## src/rtl/roi_depth_centroid_backproject_top_defines.svh

```systemverilog
`ifndef ROI_DEPTH_CENTROID_BACKPROJECT_TOP_DEFINES_SVH
`define ROI_DEPTH_CENTROID_BACKPROJECT_TOP_DEFINES_SVH

// cons must hold in every cycle in which ante holds
`define RDCB_ASSERT_IMPL(label, clk, rst, ante, cons) \
   label: assert property (@(posedge clk) disable iff (rst) (ante) |-> (cons)) \
      else $error("rdcb: check failed");

// expr must never hold
`define RDCB_ASSERT_NEVER(label, clk, rst, expr) \
   label: assert property (@(posedge clk) disable iff (rst) !(expr)) \
      else $error("rdcb: check failed");

`endif

```

## src/rtl/rdcb_pkg.sv

```systemverilog
package rdcb_pkg;

   localparam int COORD_BITS     = 12;
   localparam int DEPTH_LIMIT_MM = 20000;

   localparam int COL_W    = 12;
   localparam int DEPTH_W  = 16;
   localparam int BOUND_W  = 13;
   localparam int CENTER_W = 16;
   localparam int INVF_W   = 24;
   localparam int MAG_W    = 16;
   localparam int PROD1_W  = MAG_W + INVF_W;
   localparam int PROD2_W  = PROD1_W + DEPTH_W;
   localparam int FRAC_DROP = 20;
   localparam int TERM_W   = PROD2_W - FRAC_DROP + 1;
   localparam int ACC_XY_W = 64;
   localparam int ACC_Z_W  = 40;
   localparam int COUNT_W  = 25;
   localparam int XY_W     = 17;
   localparam int Z_W      = 15;

   localparam int NUM_W  = 64;
   localparam int DIV_W  = 33;
   localparam int STEP_W = $clog2(NUM_W);

   localparam int CSR_IDX_W  = 4;
   localparam int CSR_DATA_W = 24;

   localparam int FIFO_DEPTH = 4;
   localparam int FIFO_PTR_W = $clog2(FIFO_DEPTH);

   localparam logic [COUNT_W-1:0] COUNT_MAX  = COUNT_W'(64'd1 << 24);
   localparam logic [BOUND_W-1:0] COORD_MASK = BOUND_W'((64'd1 << COORD_BITS) - 64'd1);
   localparam logic [DEPTH_W-1:0] DEPTH_LIMIT = DEPTH_W'(DEPTH_LIMIT_MM);
   localparam logic [NUM_W-1:0]   XY_SAT = NUM_W'(65535);
   localparam logic [NUM_W-1:0]   Z_SAT  = NUM_W'(32767);
   localparam logic [PROD2_W:0]   ROUND_HALF = (PROD2_W + 1)'(64'd1 << (FRAC_DROP - 1));

   localparam logic [CSR_IDX_W-1:0] CSR_ROI_X_FIRST = 4'd0;
   localparam logic [CSR_IDX_W-1:0] CSR_ROI_X_END   = 4'd1;
   localparam logic [CSR_IDX_W-1:0] CSR_ROI_Y_FIRST = 4'd2;
   localparam logic [CSR_IDX_W-1:0] CSR_ROI_Y_END   = 4'd3;
   localparam logic [CSR_IDX_W-1:0] CSR_CENTER_X    = 4'd4;
   localparam logic [CSR_IDX_W-1:0] CSR_CENTER_Y    = 4'd5;
   localparam logic [CSR_IDX_W-1:0] CSR_INV_FOCAL_X = 4'd6;
   localparam logic [CSR_IDX_W-1:0] CSR_INV_FOCAL_Y = 4'd7;

   typedef struct packed {
      logic [BOUND_W-1:0]  roi_x_first;
      logic [BOUND_W-1:0]  roi_x_end;
      logic [BOUND_W-1:0]  roi_y_first;
      logic [BOUND_W-1:0]  roi_y_end;
      logic [CENTER_W-1:0] center_x;
      logic [CENTER_W-1:0] center_y;
      logic [INVF_W-1:0]   inv_focal_x;
      logic [INVF_W-1:0]   inv_focal_y;
   } cfg_type;

   typedef struct packed {
      logic               keep;
      logic               last;
      logic               neg_x;
      logic [MAG_W-1:0]   mag_x;
      logic               neg_y;
      logic [MAG_W-1:0]   mag_y;
      logic [DEPTH_W-1:0] depth;
   } pix_type;

   typedef struct packed {
      logic full;
      logic empty;
   } fifo_stat_type;

   typedef struct packed {
      logic signed [ACC_XY_W-1:0] acc_x;
      logic signed [ACC_XY_W-1:0] acc_y;
      logic [ACC_Z_W-1:0]         acc_z;
      logic [COUNT_W-1:0]         count;
   } frame_sum_type;

endpackage

```

## src/rtl/rdcb_if.sv

```systemverilog
interface rdcb_req_if;
   logic        valid;
   logic        ready;
   logic [11:0] col;
   logic [11:0] row;
   logic [15:0] depth_mm;
   logic        frame_last;
   modport source (output valid, col, row, depth_mm, frame_last, input ready);
   modport sink (input valid, col, row, depth_mm, frame_last, output ready);
endinterface


```

## src/rtl/rdcb_front.sv

```systemverilog
module rdcb_front (
   input  rdcb_pkg::cfg_type       cfg,
   rdcb_req_if.sink                req_port,
   input  rdcb_pkg::fifo_stat_type fifo_stat,
   output logic                    push,
   output rdcb_pkg::pix_type       pix
);

   logic [rdcb_pkg::BOUND_W-1:0] u;
   logic [rdcb_pkg::BOUND_W-1:0] v;
   logic [rdcb_pkg::BOUND_W+3:0] pu;
   logic [rdcb_pkg::BOUND_W+3:0] pv;
   logic [rdcb_pkg::BOUND_W+3:0] cx;
   logic [rdcb_pkg::BOUND_W+3:0] cy;
   logic [rdcb_pkg::BOUND_W+3:0] dx;
   logic [rdcb_pkg::BOUND_W+3:0] dy;
   logic                         in_x;
   logic                         in_y;
   logic                         depth_ok;

   always_comb begin
      u  = rdcb_pkg::BOUND_W'(req_port.col) & rdcb_pkg::COORD_MASK;
      v  = rdcb_pkg::BOUND_W'(req_port.row) & rdcb_pkg::COORD_MASK;
      pu = {u, 4'b0000};
      pv = {v, 4'b0000};
      cx = (rdcb_pkg::BOUND_W + 4)'(cfg.center_x);
      cy = (rdcb_pkg::BOUND_W + 4)'(cfg.center_y);
      in_x = (u >= cfg.roi_x_first) && (u < cfg.roi_x_end);
      in_y = (v >= cfg.roi_y_first) && (v < cfg.roi_y_end);
      depth_ok = (req_port.depth_mm != '0) && (req_port.depth_mm < rdcb_pkg::DEPTH_LIMIT);

      pix.neg_x = pu < cx;
      pix.neg_y = pv < cy;
      dx = pix.neg_x ? (cx - pu) : (pu - cx);
      dy = pix.neg_y ? (cy - pv) : (pv - cy);
      pix.mag_x = dx[rdcb_pkg::MAG_W-1:0];
      pix.mag_y = dy[rdcb_pkg::MAG_W-1:0];
      pix.keep  = depth_ok && in_x && in_y;
      pix.last  = req_port.frame_last;
      pix.depth = req_port.depth_mm;
   end

   assign req_port.ready = !fifo_stat.full;
   assign push = req_port.valid && !fifo_stat.full;

endmodule

```

## src/flat_wrapper.sv

```systemverilog
// flat-port wrapper written by rule: the top's interface ports become plain ports
module rdcb_front_flat 
  (cfg, fifo_stat, push, pix, req_port_valid, req_port_col, req_port_row, req_port_depth_mm, req_port_frame_last, req_port_ready);
  rdcb_req_if req_port_i ();
  input  rdcb_pkg::cfg_type cfg;
  input  rdcb_pkg::fifo_stat_type fifo_stat;
  output logic push;
  output rdcb_pkg::pix_type pix;
  input wire logic [$bits(req_port_i.valid)-1:0] req_port_valid;
  input wire logic [$bits(req_port_i.col)-1:0] req_port_col;
  input wire logic [$bits(req_port_i.row)-1:0] req_port_row;
  input wire logic [$bits(req_port_i.depth_mm)-1:0] req_port_depth_mm;
  input wire logic [$bits(req_port_i.frame_last)-1:0] req_port_frame_last;
  output wire logic [$bits(req_port_i.ready)-1:0] req_port_ready;
  assign req_port_i.valid = req_port_valid;
  assign req_port_i.col = req_port_col;
  assign req_port_i.row = req_port_row;
  assign req_port_i.depth_mm = req_port_depth_mm;
  assign req_port_i.frame_last = req_port_frame_last;
  assign req_port_ready = req_port_i.ready;
  rdcb_front u_core (.cfg(cfg), .req_port(req_port_i), .fifo_stat(fifo_stat), .push(push), .pix(pix));
endmodule
```

## config.mk

```make
export PLATFORM = sky130hd
export DESIGN_NAME = rdcb_front_flat
export DESIGN_NICKNAME = d
export VERILOG_FILES = /design/src/rtl/roi_depth_centroid_backproject_top_defines.svh /design/src/rtl/rdcb_pkg.sv /design/src/rtl/rdcb_if.sv /design/src/rtl/rdcb_front.sv /design/src/flat_wrapper.sv
export SDC_FILE = /design/constraint.sdc
export NUM_CORES = 1
export LEC_CHECK = 0
export BUFFER_PORTS_ARGS = -buffer_cell sky130_fd_sc_hd__buf_4
export CORE_MARGIN = 2
export CORE_UTILIZATION = 31
export DETAILED_ROUTE_END_ITERATION = 16
export GPL_TIMING_DRIVEN = 0
export PLACE_DENSITY = 0.65
export SYNTH_ARGS = -nofsm -noshare
export SYNTH_HDL_FRONTEND = slang
export SYNTH_SLANG_ARGS = --single-unit
```

## constraint.sdc

```tcl
create_clock -name vclk -period 3.9
set_input_delay 0.78 -clock vclk [all_inputs]
set_output_delay 0.78 -clock vclk [all_outputs]
set_load 0.03 [all_outputs]
```

==> summary.md <==
| Metric | Value |
|---|---|
| Status | finished clean |
| Seq_cells | 0 |
| Critical-path cell list | buf_4, inv_1, ha_1, buf_6, and3_1, a311o_1, a21oi_2, o31ai_2, buf_4, a211oi_2, a21oi_2, xor2_1, buf_4 |
| Mapped Area | 3670 um2 |
| DP Worst Slack | -179.5 ps |
| Critical path arrival | 3090 ps |
| Diode count | 0 |
| Slowest CP cell | a311o_1 |
| Minimum clock period after layout | 3869 ps |
| Row count | 39 |
| Syn avg cell area | 7.071 um2 |
| Max-cap violations | 0 |
| First-pass GRT wire length | 19070 um |
| Setup WS post-layout | 30.73 ps |
| Clock buf count | 0 |
| Total GRT Usage | 0.1745 |
| Grt total ovfl | 0 |
| YS warnings | 0 |
| Routed vias/inst | 4.935 |
| Post-Layout Cell Count | 847 |
| Pre-antenna DRT Iters | 4 |
| Relative slew slack | 0.6765 |
| CP Launch Type | input pin |
| Setup Crit Path Kind | input pin to output port |
| Synth cell types | 56 |
| Fin crit share | 0.9921 |
| Post-Route WL | 11620 um |
| Placer Congestion | 0.8709 |
| Critical path's largest stage delay | 370 ps |
| CP dominant cell by count | buf_4 |
| WP data required | 3120 ps |
| CP max FO | 10 |
| CP Capture Type | output port |
| Post-synth top area share | 0.3137 |
| Antenna Nets Post-Route | 0 |
| Area growth syn-to-layout | 46.81% |
| Top cells by area, synth | ha_1, inv_1, a21o_1 |
| Largest net degree at the start of global routing | 11 |
| Fmax | 0.2584 GHz |
| DR vias | 4180 |
| Die area | 12720 um2 |
| Worst ir drop on vdd | 0.1244 mV |
| Wire per inst | 13.72 um |
| Residual DRC count | 0 |
| FF+latch area | 0 um2 |
| Placed cells | 842 |
| Die X | 112.8 um |
| # fillers | 1148 |
| # setup viols final | 0 |
| Number of global-route vias before repair | 4169 |
| Worst-Margin Slew | 480.8 ps |
| Final HPWL DP | 10230 um |
| RSZ-0062 raised after global routing | yes |
| IO Pins | 230 |
| Die height | 112.8 um |
| Setup TNS | 0 ps |
| NumNets Final | 976 |
| Post-layout util | 0.4698 |
| Mapped Cells | 519 |
| Net Count, Synth | 789 |
| Initial antenna violation count | 0 |
| Effective utilization at floorplan | 0.3200 |
| CTS Hold Bufs | 0 |
| Power per cell area | 189.8 nW/um2 |
| HP Class | input pin to output port |
| PortBufs | 180 |
| CORE AREA | 11470 um2 |
| Layout cells sized above 1 | 0.3565 |
| P_leak | 3.094 nW |
| Seq/Total Area, Yosys | 0 |
| Cell accounting for the most synthesized area | ha_1 |
| Initial DRC Count | 151 |
| Hold Fails Final Rpt | 0 |
| Fin. max-slew vios | 0 |
[cells in the mapped netlist, types with 8 or more instances]
master,count
buf_4,19
nor2_1,18
nand3_1,9
a211oi_1,10
o211ai_1,8
clkbuf_1,9
xnor2_1,14
inv_1,107
o21ai_0,21
a21oi_1,44
nand2_1,18
xor2_1,12
ha_1,92
a21o_1,32
nand4_1,12
[stage by stage]
step | instance area, um2 | hold slack (ps) | total power [mW]
floorplan | 3677 | 1670 | 0.6141
global placement | 5207 | 1778 | 0.9640
detailed placement | 5207 | 1779 | 0.9824
CTS | 5293 | 1779 | 1.004
global route | 5388 | 1784 | 1.110
finish | 5388 | 1777 | 1.023
[per-layer routing]
| layer | wire length [um] | track usage | up-vias | share of wire |
|---|---|---|---|---|
| met4 | 216 | 0.02927 | 0 | 0.019 |
| met3 | 592 | 0.01660 | 18 | 0.051 |
| met2 | 5748 | 0.3198 | 140 | 0.49 |
| met5 | 0 | 0 | - | 0 |
| met1 | 5061 | 0.2246 | 1867 | 0.44 |
| li1 | - | - | 2155 | - |
[layout by cell type, fill, tap and decap left out, drive strengths merged, types with 6 or more instances in the layout]
cell	n
a211oi	10
nor4	7
o31ai	7
nand2b	6
nor2	18
buf	213
o21ai	22
nand2	18
o211ai	8
nor3	7
xor2	12
clkbuf	8
nor2b	8
nand4	12
a21oi	46
ha	92
xnor2	14
inv	108
a21o	32
nand3	9
[worst paths after layout]
| path | startpoint | to | slack (ps) | cells after the start |
|---|---|---|---|---|
| min | req_port_frame_last | pix[50] | 1780 | 2 |
| max | req_port_row[2] | pix[26] | 30 | 13 |
[cell type report]
cell class                      instances  area, um2  share of cell area
Multi-Input combinational cell        375       3166              0.5876
Timing Repair Buffer                  187       1404              0.2606
Inverter                              108      405.4             0.07524
Buffer                                 34      234.0             0.04343
Tap cell                              143      178.9             0.03321
[critical path: cells and delay by family]
kind | cells | cell delay [ps]
AND/OR/NAND/NOR | 1 | 190
buffers and inverters | 5 | 670
XOR/XNOR | 1 | 210
AO/OA/AOI/OAI | 5 | 930
adder cells (fa/ha/maj) | 1 | 290
[where the power goes]
group	switching [mW]	leakage (nW)	internal, mW	total [mW]
Clock	0	0	0	0
Combinational	0.573	3.09	0.450	1.02
Sequential	0	0	0	0
[cell families after synthesis]
logic type,after synthesis,synth area share
buffers and inverters,144,0.1729
multiplexers,6,0.01807
XOR/XNOR,26,0.06205
AND/OR/NAND/NOR,93,0.1333
adder cells (fa/ha/maj),94,0.3246
AO/OA/AOI/OAI,156,0.2891
[repair_timing]
action | 4_1_cts | 5_1_grt
endpoints found under the hold margin | 0 | 0
cloned | 1 | 0
setup buffers | 4 | 2
resized for setup | 13 | 24
setup endpoints to repair | 15 | 19
pin swaps | 3 | 12
Note: power is estimated with default switching activity, not from simulation.
