**config.mk**
```make
export PLATFORM = sky130hd
export DESIGN_NAME = rdcb_fifo
export DESIGN_NICKNAME = d
export VERILOG_FILES = /design/src/rtl/rdcb_pkg.sv /design/src/rtl/rdcb_fifo.sv
export VERILOG_INCLUDE_DIRS = /design/src /design/src/rtl
export SDC_FILE = /design/constraint.sdc
export NUM_CORES = 1
export LEC_CHECK = 0
export ABC_AREA = 1
export BUFFER_PORTS_ARGS = -buffer_cell sky130_fd_sc_hd__buf_2
export CAP_MARGIN = 20
export CORE_ASPECT_RATIO = 0.7
export CORE_MARGIN = 8
export CORE_UTILIZATION = 42
export DETAILED_ROUTE_END_ITERATION = 16
export PLACE_DENSITY = 0.7
export SYNTH_ARGS = -nofsm -noshare
export SYNTH_HDL_FRONTEND = slang
export SYNTH_SLANG_ARGS = --single-unit
```
**constraint.sdc**
```tcl
create_clock -name clock -period 4.4 [get_ports clock]
set_input_delay 0.22 -clock clock [delete_from_list [all_inputs] [get_ports clock]]
set_output_delay 0.22 -clock clock [all_outputs]
set_load 0.005 [all_outputs]
```
**src/rtl/roi_depth_centroid_backproject_top_defines.svh**
```systemverilog
`ifndef ROI_DEPTH_CENTROID_BACKPROJECT_TOP_DEFINES_SVH
`define ROI_DEPTH_CENTROID_BACKPROJECT_TOP_DEFINES_SVH

// cons must hold in every cycle in which ante holds
`define RDCB_ASSERT_IMPL(label, clk, rst, ante, cons) \
   label: assert property (@(posedge clk) disable iff (rst) (ante) |-> (cons)) \
      else $error("rdcb: check failed");

// expr must never hold
`define RDCB_ASSERT_NEVER(label, clk, rst, expr) \
   label: assert property (@(posedge clk) disable iff (rst) !(expr)) \
      else $error("rdcb: check failed");

`endif

```
**src/rtl/rdcb_pkg.sv**
```systemverilog
package rdcb_pkg;

   localparam int COORD_BITS     = 12;
   localparam int DEPTH_LIMIT_MM = 20000;

   localparam int COL_W    = 12;
   localparam int DEPTH_W  = 16;
   localparam int BOUND_W  = 13;
   localparam int CENTER_W = 16;
   localparam int INVF_W   = 24;
   localparam int MAG_W    = 16;
   localparam int PROD1_W  = MAG_W + INVF_W;
   localparam int PROD2_W  = PROD1_W + DEPTH_W;
   localparam int FRAC_DROP = 20;
   localparam int TERM_W   = PROD2_W - FRAC_DROP + 1;
   localparam int ACC_XY_W = 64;
   localparam int ACC_Z_W  = 40;
   localparam int COUNT_W  = 25;
   localparam int XY_W     = 17;
   localparam int Z_W      = 15;

   localparam int NUM_W  = 64;
   localparam int DIV_W  = 33;
   localparam int STEP_W = $clog2(NUM_W);

   localparam int CSR_IDX_W  = 4;
   localparam int CSR_DATA_W = 24;

   localparam int FIFO_DEPTH = 4;
   localparam int FIFO_PTR_W = $clog2(FIFO_DEPTH);

   localparam logic [COUNT_W-1:0] COUNT_MAX  = COUNT_W'(64'd1 << 24);
   localparam logic [BOUND_W-1:0] COORD_MASK = BOUND_W'((64'd1 << COORD_BITS) - 64'd1);
   localparam logic [DEPTH_W-1:0] DEPTH_LIMIT = DEPTH_W'(DEPTH_LIMIT_MM);
   localparam logic [NUM_W-1:0]   XY_SAT = NUM_W'(65535);
   localparam logic [NUM_W-1:0]   Z_SAT  = NUM_W'(32767);
   localparam logic [PROD2_W:0]   ROUND_HALF = (PROD2_W + 1)'(64'd1 << (FRAC_DROP - 1));

   localparam logic [CSR_IDX_W-1:0] CSR_ROI_X_FIRST = 4'd0;
   localparam logic [CSR_IDX_W-1:0] CSR_ROI_X_END   = 4'd1;
   localparam logic [CSR_IDX_W-1:0] CSR_ROI_Y_FIRST = 4'd2;
   localparam logic [CSR_IDX_W-1:0] CSR_ROI_Y_END   = 4'd3;
   localparam logic [CSR_IDX_W-1:0] CSR_CENTER_X    = 4'd4;
   localparam logic [CSR_IDX_W-1:0] CSR_CENTER_Y    = 4'd5;
   localparam logic [CSR_IDX_W-1:0] CSR_INV_FOCAL_X = 4'd6;
   localparam logic [CSR_IDX_W-1:0] CSR_INV_FOCAL_Y = 4'd7;

   typedef struct packed {
      logic [BOUND_W-1:0]  roi_x_first;
      logic [BOUND_W-1:0]  roi_x_end;
      logic [BOUND_W-1:0]  roi_y_first;
      logic [BOUND_W-1:0]  roi_y_end;
      logic [CENTER_W-1:0] center_x;
      logic [CENTER_W-1:0] center_y;
      logic [INVF_W-1:0]   inv_focal_x;
      logic [INVF_W-1:0]   inv_focal_y;
   } cfg_type;

   typedef struct packed {
      logic               keep;
      logic               last;
      logic               neg_x;
      logic [MAG_W-1:0]   mag_x;
      logic               neg_y;
      logic [MAG_W-1:0]   mag_y;
      logic [DEPTH_W-1:0] depth;
   } pix_type;

   typedef struct packed {
      logic full;
      logic empty;
   } fifo_stat_type;

   typedef struct packed {
      logic signed [ACC_XY_W-1:0] acc_x;
      logic signed [ACC_XY_W-1:0] acc_y;
      logic [ACC_Z_W-1:0]         acc_z;
      logic [COUNT_W-1:0]         count;
   } frame_sum_type;

endpackage

```
**src/rtl/rdcb_fifo.sv**
```systemverilog
`include "roi_depth_centroid_backproject_top_defines.svh"

module rdcb_fifo (
   input  logic                    clock,
   input  logic                    reset,
   input  logic                    push,
   input  rdcb_pkg::pix_type       din,
   input  logic                    pop,
   output rdcb_pkg::pix_type       head,
   output rdcb_pkg::fifo_stat_type stat
);

   rdcb_pkg::pix_type                entry_ff [rdcb_pkg::FIFO_DEPTH];
   logic [rdcb_pkg::FIFO_PTR_W-1:0]  wr_ptr_ff;
   logic [rdcb_pkg::FIFO_PTR_W-1:0]  rd_ptr_ff;
   logic [rdcb_pkg::FIFO_PTR_W:0]    fill_ff;
   logic [rdcb_pkg::FIFO_PTR_W:0]    fill_in;

   always_comb begin
      fill_in = fill_ff;
      if (push && !pop) begin
         fill_in = fill_ff + 1'b1;
      end else if (pop && !push) begin
         fill_in = fill_ff - 1'b1;
      end
   end

   always_ff @(posedge clock) begin
      if (reset) begin
         wr_ptr_ff <= '0;
         rd_ptr_ff <= '0;
         fill_ff   <= '0;
      end else begin
         if (push) begin
            wr_ptr_ff <= wr_ptr_ff + 1'b1;
         end
         if (pop) begin
            rd_ptr_ff <= rd_ptr_ff + 1'b1;
         end
         fill_ff <= fill_in;
      end
   end

   always_ff @(posedge clock) begin
      if (push) begin
         entry_ff[wr_ptr_ff] <= din;
      end
   end

   assign head       = entry_ff[rd_ptr_ff];
   assign stat.full  = fill_ff == (rdcb_pkg::FIFO_PTR_W + 1)'(rdcb_pkg::FIFO_DEPTH);
   assign stat.empty = fill_ff == '0;

   `RDCB_ASSERT_NEVER(a_no_push_full, clock, reset, push && stat.full)
   `RDCB_ASSERT_NEVER(a_no_pop_empty, clock, reset, pop && stat.empty)

endmodule

```
==> results of run 1 <==
## layer usage
layer  track usage [%]  vias up  part of all wire, %
li1                  -     2414                    -
met1             17.99     2499                   43
met2             24.29      145                   49
met3             3.101       30                  6.0
met4             3.490        0                  1.9
met5                 0        -                    0
## critical path, delay by kind of cell, from the launching register on
kind,cells,cell delay [ns]
AOI/OAI and AO/OA,2,0.47
buffers and inverters,3,1.25
DFF,1,0.31
## final cells by class
type / instances / area, um2
Fill cell: 1686 / 9881
Sequential cell: 217 / 6431
Multi-Input combinational cell: 294 / 1973
Timing Repair Buffer: 171 / 1164
Clock buffer: 28 / 594.3
Tap cell: 276 / 345.3
Clock inverter: 10 / 77.57
Inverter: 17 / 68.82
## cell families (layout without fill, tap and decap cells)
group	count (synthesis)	count (layout)	synth area share, %
adders and majority gates	6	6	0.9490
AOI/OAI and AO/OA	164	164	12.91
and+or+nand+nor	123	123	8.713
xor gates and xnor gates	1	1	0.1007
buffers and inverters	49	226	3.480
DFF	217	217	73.85
## path summary, 6_finish.rpt
| kind | from | end | slack (ns) | cells after the start |
|---|---|---|---|---|
| min reg2reg | rd_ptr_ff[1]$_SDFFE_PP0P_ | flop | 0.44 | 1 |
| min | push | wr_ptr_ff[0]$_SDFFE_PP0P_ | 0.09 | 3 |
| max reg2reg | wr_ptr_ff[0]$_SDFFE_PP0P_ | entry_ff[0][33]$_DFFE_PP_ | 2.38 | 5 |
| max | flop | head[27] | 1.63 | 5 |
## power by group through the flow
stage	Clock (W)	Combinational (W)	Sequential, W
6_report	0.00174	0.000484	0.00239
5_1_grt	0.00186	0.000538	0.00239
4_1_cts	0.00178	0.000491	0.00239
3_5_place_dp	0	0.000451	0.00243
3_3_place_gp	0	0.000433	0.00243
2_1_floorplan	0	0.000271	0.00243
## cells in the mapped netlist, types with 9 or more instances
cell type	instances	area [um2]
o21ai_1	14	70.07
inv_1	15	56.30
clkbuf_1	14	52.55
nor2_4	38	427.9
buf_2	9	45.04
nand2_1	9	33.78
o22ai_1	14	87.58
o21ai_0	95	475.5
o22ai_2	38	475.5
nor2_1	70	262.8
dfxtp_1	9	180.2
edfxtp_1	208	6246
## through the flow
stage,area (um2),hold WS (ns)
floorplan,8702,0.2924
finish,10650,0.08726
CTS,10630,0.06683
global route,10650,0.09014
detailed placement,9424,0.4046
global placement,9424,0.3987
## registers in the layout (all words and copies together), names as in the netlist, named ones only
name and flops:
fill_ff 3, entry_ff 208, wr_ptr_ff 2, rd_ptr_ff 2
==> key figures, run 1 <==
Routing
  – Post-Route WL: 18490 um
  – DR iter-0 viols: 263
  – ANT nets after route: 0
  – Wire per inst: 18.26 um
  – Via count: 5088
  – Iteration count of the initial detailed-routing pass: 4
  – DRC errors left: 0
  – Vias per cell: 5.023

Finish
  – Diode count: 0
  – Most frequent cells in the layout: edfxtp_1, buf_2, o21ai_0, nor2_1, dlygate4sd3_1
  – Final Util: 51.88%
  – Area delta synth->final: 22.43%
  – Layout cell share with drive strength beyond 1: 31.75%
  – Final #Nets: 785
  – Commonest non-fill, non-tap cell in the layout: edfxtp_1
  – Final non-filler cell total: 1013

Pwr
  – Pwr Total: 0.004610 W
  – Power share of the clock group: 37.7%
  – Combinational Power Share: 10.5%
  – VDD IR max: 0.0003751 V
  – Net Sw Frac: 22.68%
  – Net Switching: 0.001046 W
  – Sequential share of power: 51.8%
  – Pwr/cell area: 432.7 nW/um2
  – Int Pwr: 0.003564 W
  – Leak: 3.721 nW

Yosys
  – Seq cells post-synth: 217
  – Syn_area_per_cell: 15.54 um2
  – Main synth FF type: edfxtp_1
  – Synth async-reset ratio: 0%
  – Synth cell types: 24
  – Ys Warns: 0
  – Mapped Nets: 622
  – EDFF count, synth: 208
  – Cells after synthesis: 560
  – Synth Cell Area: 8702 um2
  – Sequential element share of the synthesized area: 73.85%

GRT
  – Grt ovf: 0
  – Initial antenna violation count: 0
  – GRT Total Usage: 14.11%
  – Largest net degree at the start of global routing: 105
  – Vias in the first global route: 5336
  – First-pass GRT wire length: 28770 um

Timing
  – RSZ-0062 raised after global routing: no
  – Setup TNS: 0 ns
  – Final worst slack: 1.628 ns
  – Final Hold Viols: 0
  – Fin crit period: 2.772 ns
  – Clk_skew: 0.005117 ns
  – Slew margin rel.: 31.57%
  – Final slew viol count: 0
  – Fmax: 360.8 MHz
  – Final period utilization: 63.00%
  – Setup violators final: 0
  – Slew @ Worst Pin: 1.026 ns

Clock network
  – Clk sink count: 217
  – Setup bufs post-CTS: 0
  – Clk buf depth: 3
  – Clock Latency Late Sink: 0.49 ns
  – Clock root cell: clkbuf_16
  – Hold buffer count at cts: 53
  – CTS H-tree lvls: 1
  – CTS Buf Count: 22
  – Worst-path clk slew: 0.06 ns
  – Resized Gates After CTS: 0
  – CTS tree: yes

Critical path
  – Startpoint types: flop
  – Setup CP Type: reg -> out
  – CP Max Fanout: 53
  – Crit-path max cell delay: 0.76 ns
  – Critical Path RT: 4.18 ns
  – CP endpoint kind: output pin
  – Cell Chain, Critical Path: buf_4 -> inv_2 -> o21ai_1 -> o22ai_1 -> buf_2
  – Arrival @ worst endpoint: 2.55 ns
  – CP max stage cell: inv_2

Placement
  – HPWL after detailed placement: 10670 um
  – Buffers on Ports: 109
  – Dpl cells: 921
  – RD Place Congestion: 0.7437
  – Pre-CTS setup slack: 2.152 ns

Floorplan
  – Die width: 188.0 um
  – DIE AREA: 25660 um2
  – Site Rows: 44
  – Ports: 110
  – Core Region: 20530 um2
  – Height of the chip: 136.4 um
  – Starting Density: 42.38%

Job
  – Max Cap Viol: 0

Worst hold path
  – Hold WC Path Type: in -> reg

Run status
  – Status: complete, no violations
Power figures use the tool's default switching activity.
==> run 2: changes to the inputs <==
Clock period 4.4 ns to 2.8 ns, I/O delays scaled along.
==> run 2 against run 1 <==
Effect of this change:
- combinational power increased by 58%
- sequential power is 57% higher
- flip-flop and latch count stayed put
- setup slack got worse by 1.3 ns
- clock skew is 0.0073 ns higher
- hold slack worse by 0.062 ns
- first-iteration DRC count rose by 19%
- count of clock-buffer cells in the layout unchanged
- final cell count is 0.39% higher
- total power increased by 58%
- die area did not move
- clock power increased by 59%
- critical endpoint is now head[26]
==> key figures, run 2 (synthesized netlist as in run 1, its figures left out) <==
Pwr
  – VDD IR max: 0.0004958 V
  – Pwr/cell area: 680.6 nW/um2
  – Leak: 3.743 nW

Floorplan
  – Ports: 110
  – Site Rows: 44
  – DIE AREA: 25660 um2
  – Starting Density: 42.38%
  – Die width: 188.0 um
  – Height of the chip: 136.4 um
  – Core Region: 20530 um2

Routing
  – Post-Route WL: 19060 um
  – Vias per cell: 5.103
  – ANT nets after route: 0
  – DR iter-0 viols: 314
  – DRC errors left: 0
  – Wire per inst: 18.74 um
  – Iteration count of the initial detailed-routing pass: 4
  – Via count: 5190

Timing
  – Slew @ Worst Pin: 0.9770 ns
  – Final Hold Viols: 0
  – Setup TNS: 0 ns
  – Final slew viol count: 0
  – RSZ-0062 raised after global routing: no
  – Fin crit period: 2.516 ns
  – Clk_skew: 0.01237 ns
  – Setup violators final: 0
  – Fmax: 397.4 MHz
  – Slew margin rel.: 34.77%
  – Final period utilization: 89.86%

Critical path
  – CP Max Fanout: 56
  – Critical Path RT: 2.66 ns
  – Setup CP Type: reg -> out
  – CP endpoint kind: output pin
  – R2R cell count: 5
  – Arrival @ worst endpoint: 2.38 ns
  – Startpoint types: flop

Clock network
  – Clk buf depth: 3
  – Clock root cell: clkbuf_16
  – Worst-path clk slew: 0.06 ns
  – CTS Buf Count: 22
  – CTS H-tree lvls: 1
  – Clk sink count: 217
  – Clock Latency Late Sink: 0.50 ns
  – Resized Gates After CTS: 0
  – CTS tree: yes

Placement
  – Dpl cells: 923
  – Buffers on Ports: 109
  – RD Place Congestion: 0.7675
  – HPWL after detailed placement: 11420 um

Worst hold path
  – Hold WC Path Type: in -> reg
  – Hold Crit Depth: 3

GRT
  – GRT Total Usage: 14.56%
  – First-pass GRT wire length: 29790 um
  – Initial antenna violation count: 0
  – Grt ovf: 0
  – Vias in the first global route: 5536
  – Largest net degree at the start of global routing: 57

Job
  – Max Cap Viol: 0

Finish
  – Final #Nets: 787
  – Register name with the most flops: entry_ff
  – Final Util: 52.20%
  – Final non-filler cell total: 1017
  – Fill count: 1693
  – Layout cell share with drive strength beyond 1: 31.85%
  – Area delta synth->final: 23.18%
  – Most frequent cells in the layout: edfxtp_1, buf_2, o21ai_0, nor2_1, dlygate4sd3_1
  – Diode count: 0
  – Max reg flops: 208
  – Commonest non-fill, non-tap cell in the layout: edfxtp_1
  – Top flop regs: entry_ff: 208 flops, fill_ff: 3 flops

Run status
  – Status: complete, no violations
-- run 2: worst paths after layout --
check / from / to / slack, ns
max: flop / head[26] / 0.28
min: push / wr_ptr_ff[1]$_SDFFE_PP0P_ / 0.02
min reg2reg: rd_ptr_ff[1]$_SDFFE_PP0P_ / flop / 0.49
max reg2reg: wr_ptr_ff[1]$_SDFFE_PP0P_ / entry_ff[1][45]$_DFFE_PP_ / 1.02
-- run 2: cell type report --
class | instances | area (um2) | area share [%]
clock buffers | 28 | 594.3 | 5.545
clock inverters | 12 | 82.58 | 0.7704
inverters | 17 | 68.82 | 0.6420
multi-input cells | 294 | 1973 | 18.41
flip-flops and latches | 217 | 6431 | 60.00
well taps | 276 | 345.3 | 3.222
repair buffers | 173 | 1224 | 11.42
-- run 2: repair_timing --
action / CTS / global route
hold endpoints to repair: 213 / 0
buffers inserted: 0 / 0
hold buffers: 54 / 0
-- run 2: report_power, final --
group	total, W	switching, W	internal (W)
combinational	0.000766	0.000457	0.000309
sequential	0.00376	0.0000580	0.00371
clock	0.00276	0.00117	0.00159
total	0.00729	0.00168	0.00561
-- run 2: worst max-delay path, cell delays in order (launching register included) --
cell     delay [ns]
dfxtp_4        0.68
buf_4          0.55
o21ai_0        0.19
o22ai_1        0.25
buf_2          0.17
-- run 2: per-stage QoR --
step / area, um2 / setup WS [ns] / hold WS [ns] / total power, W
final: 10720 / 0.2839 / 0.02496 / 0.007295
after global routing: 10720 / 0.06964 / 0.01462 / 0.007573
after CTS: 10720 / 0.2742 / 0.002444 / 0.007358
after detailed placement: 9502 / 0.8144 / 0.3241 / 0.004547
after global placement: 9502 / 0.8404 / 0.3164 / 0.004512
after floorplan: 8702 / 0.7900 / 0.2124 / 0.004240
-- run 2: metal layers --
metal	up-vias	GRT usage, %	part of all wire [%]
met5	-	0	0
met4	0	4.407	2.2
met3	33	4.049	6.3
met2	152	24.91	48
met1	2579	17.84	43
li1	2426	-	-
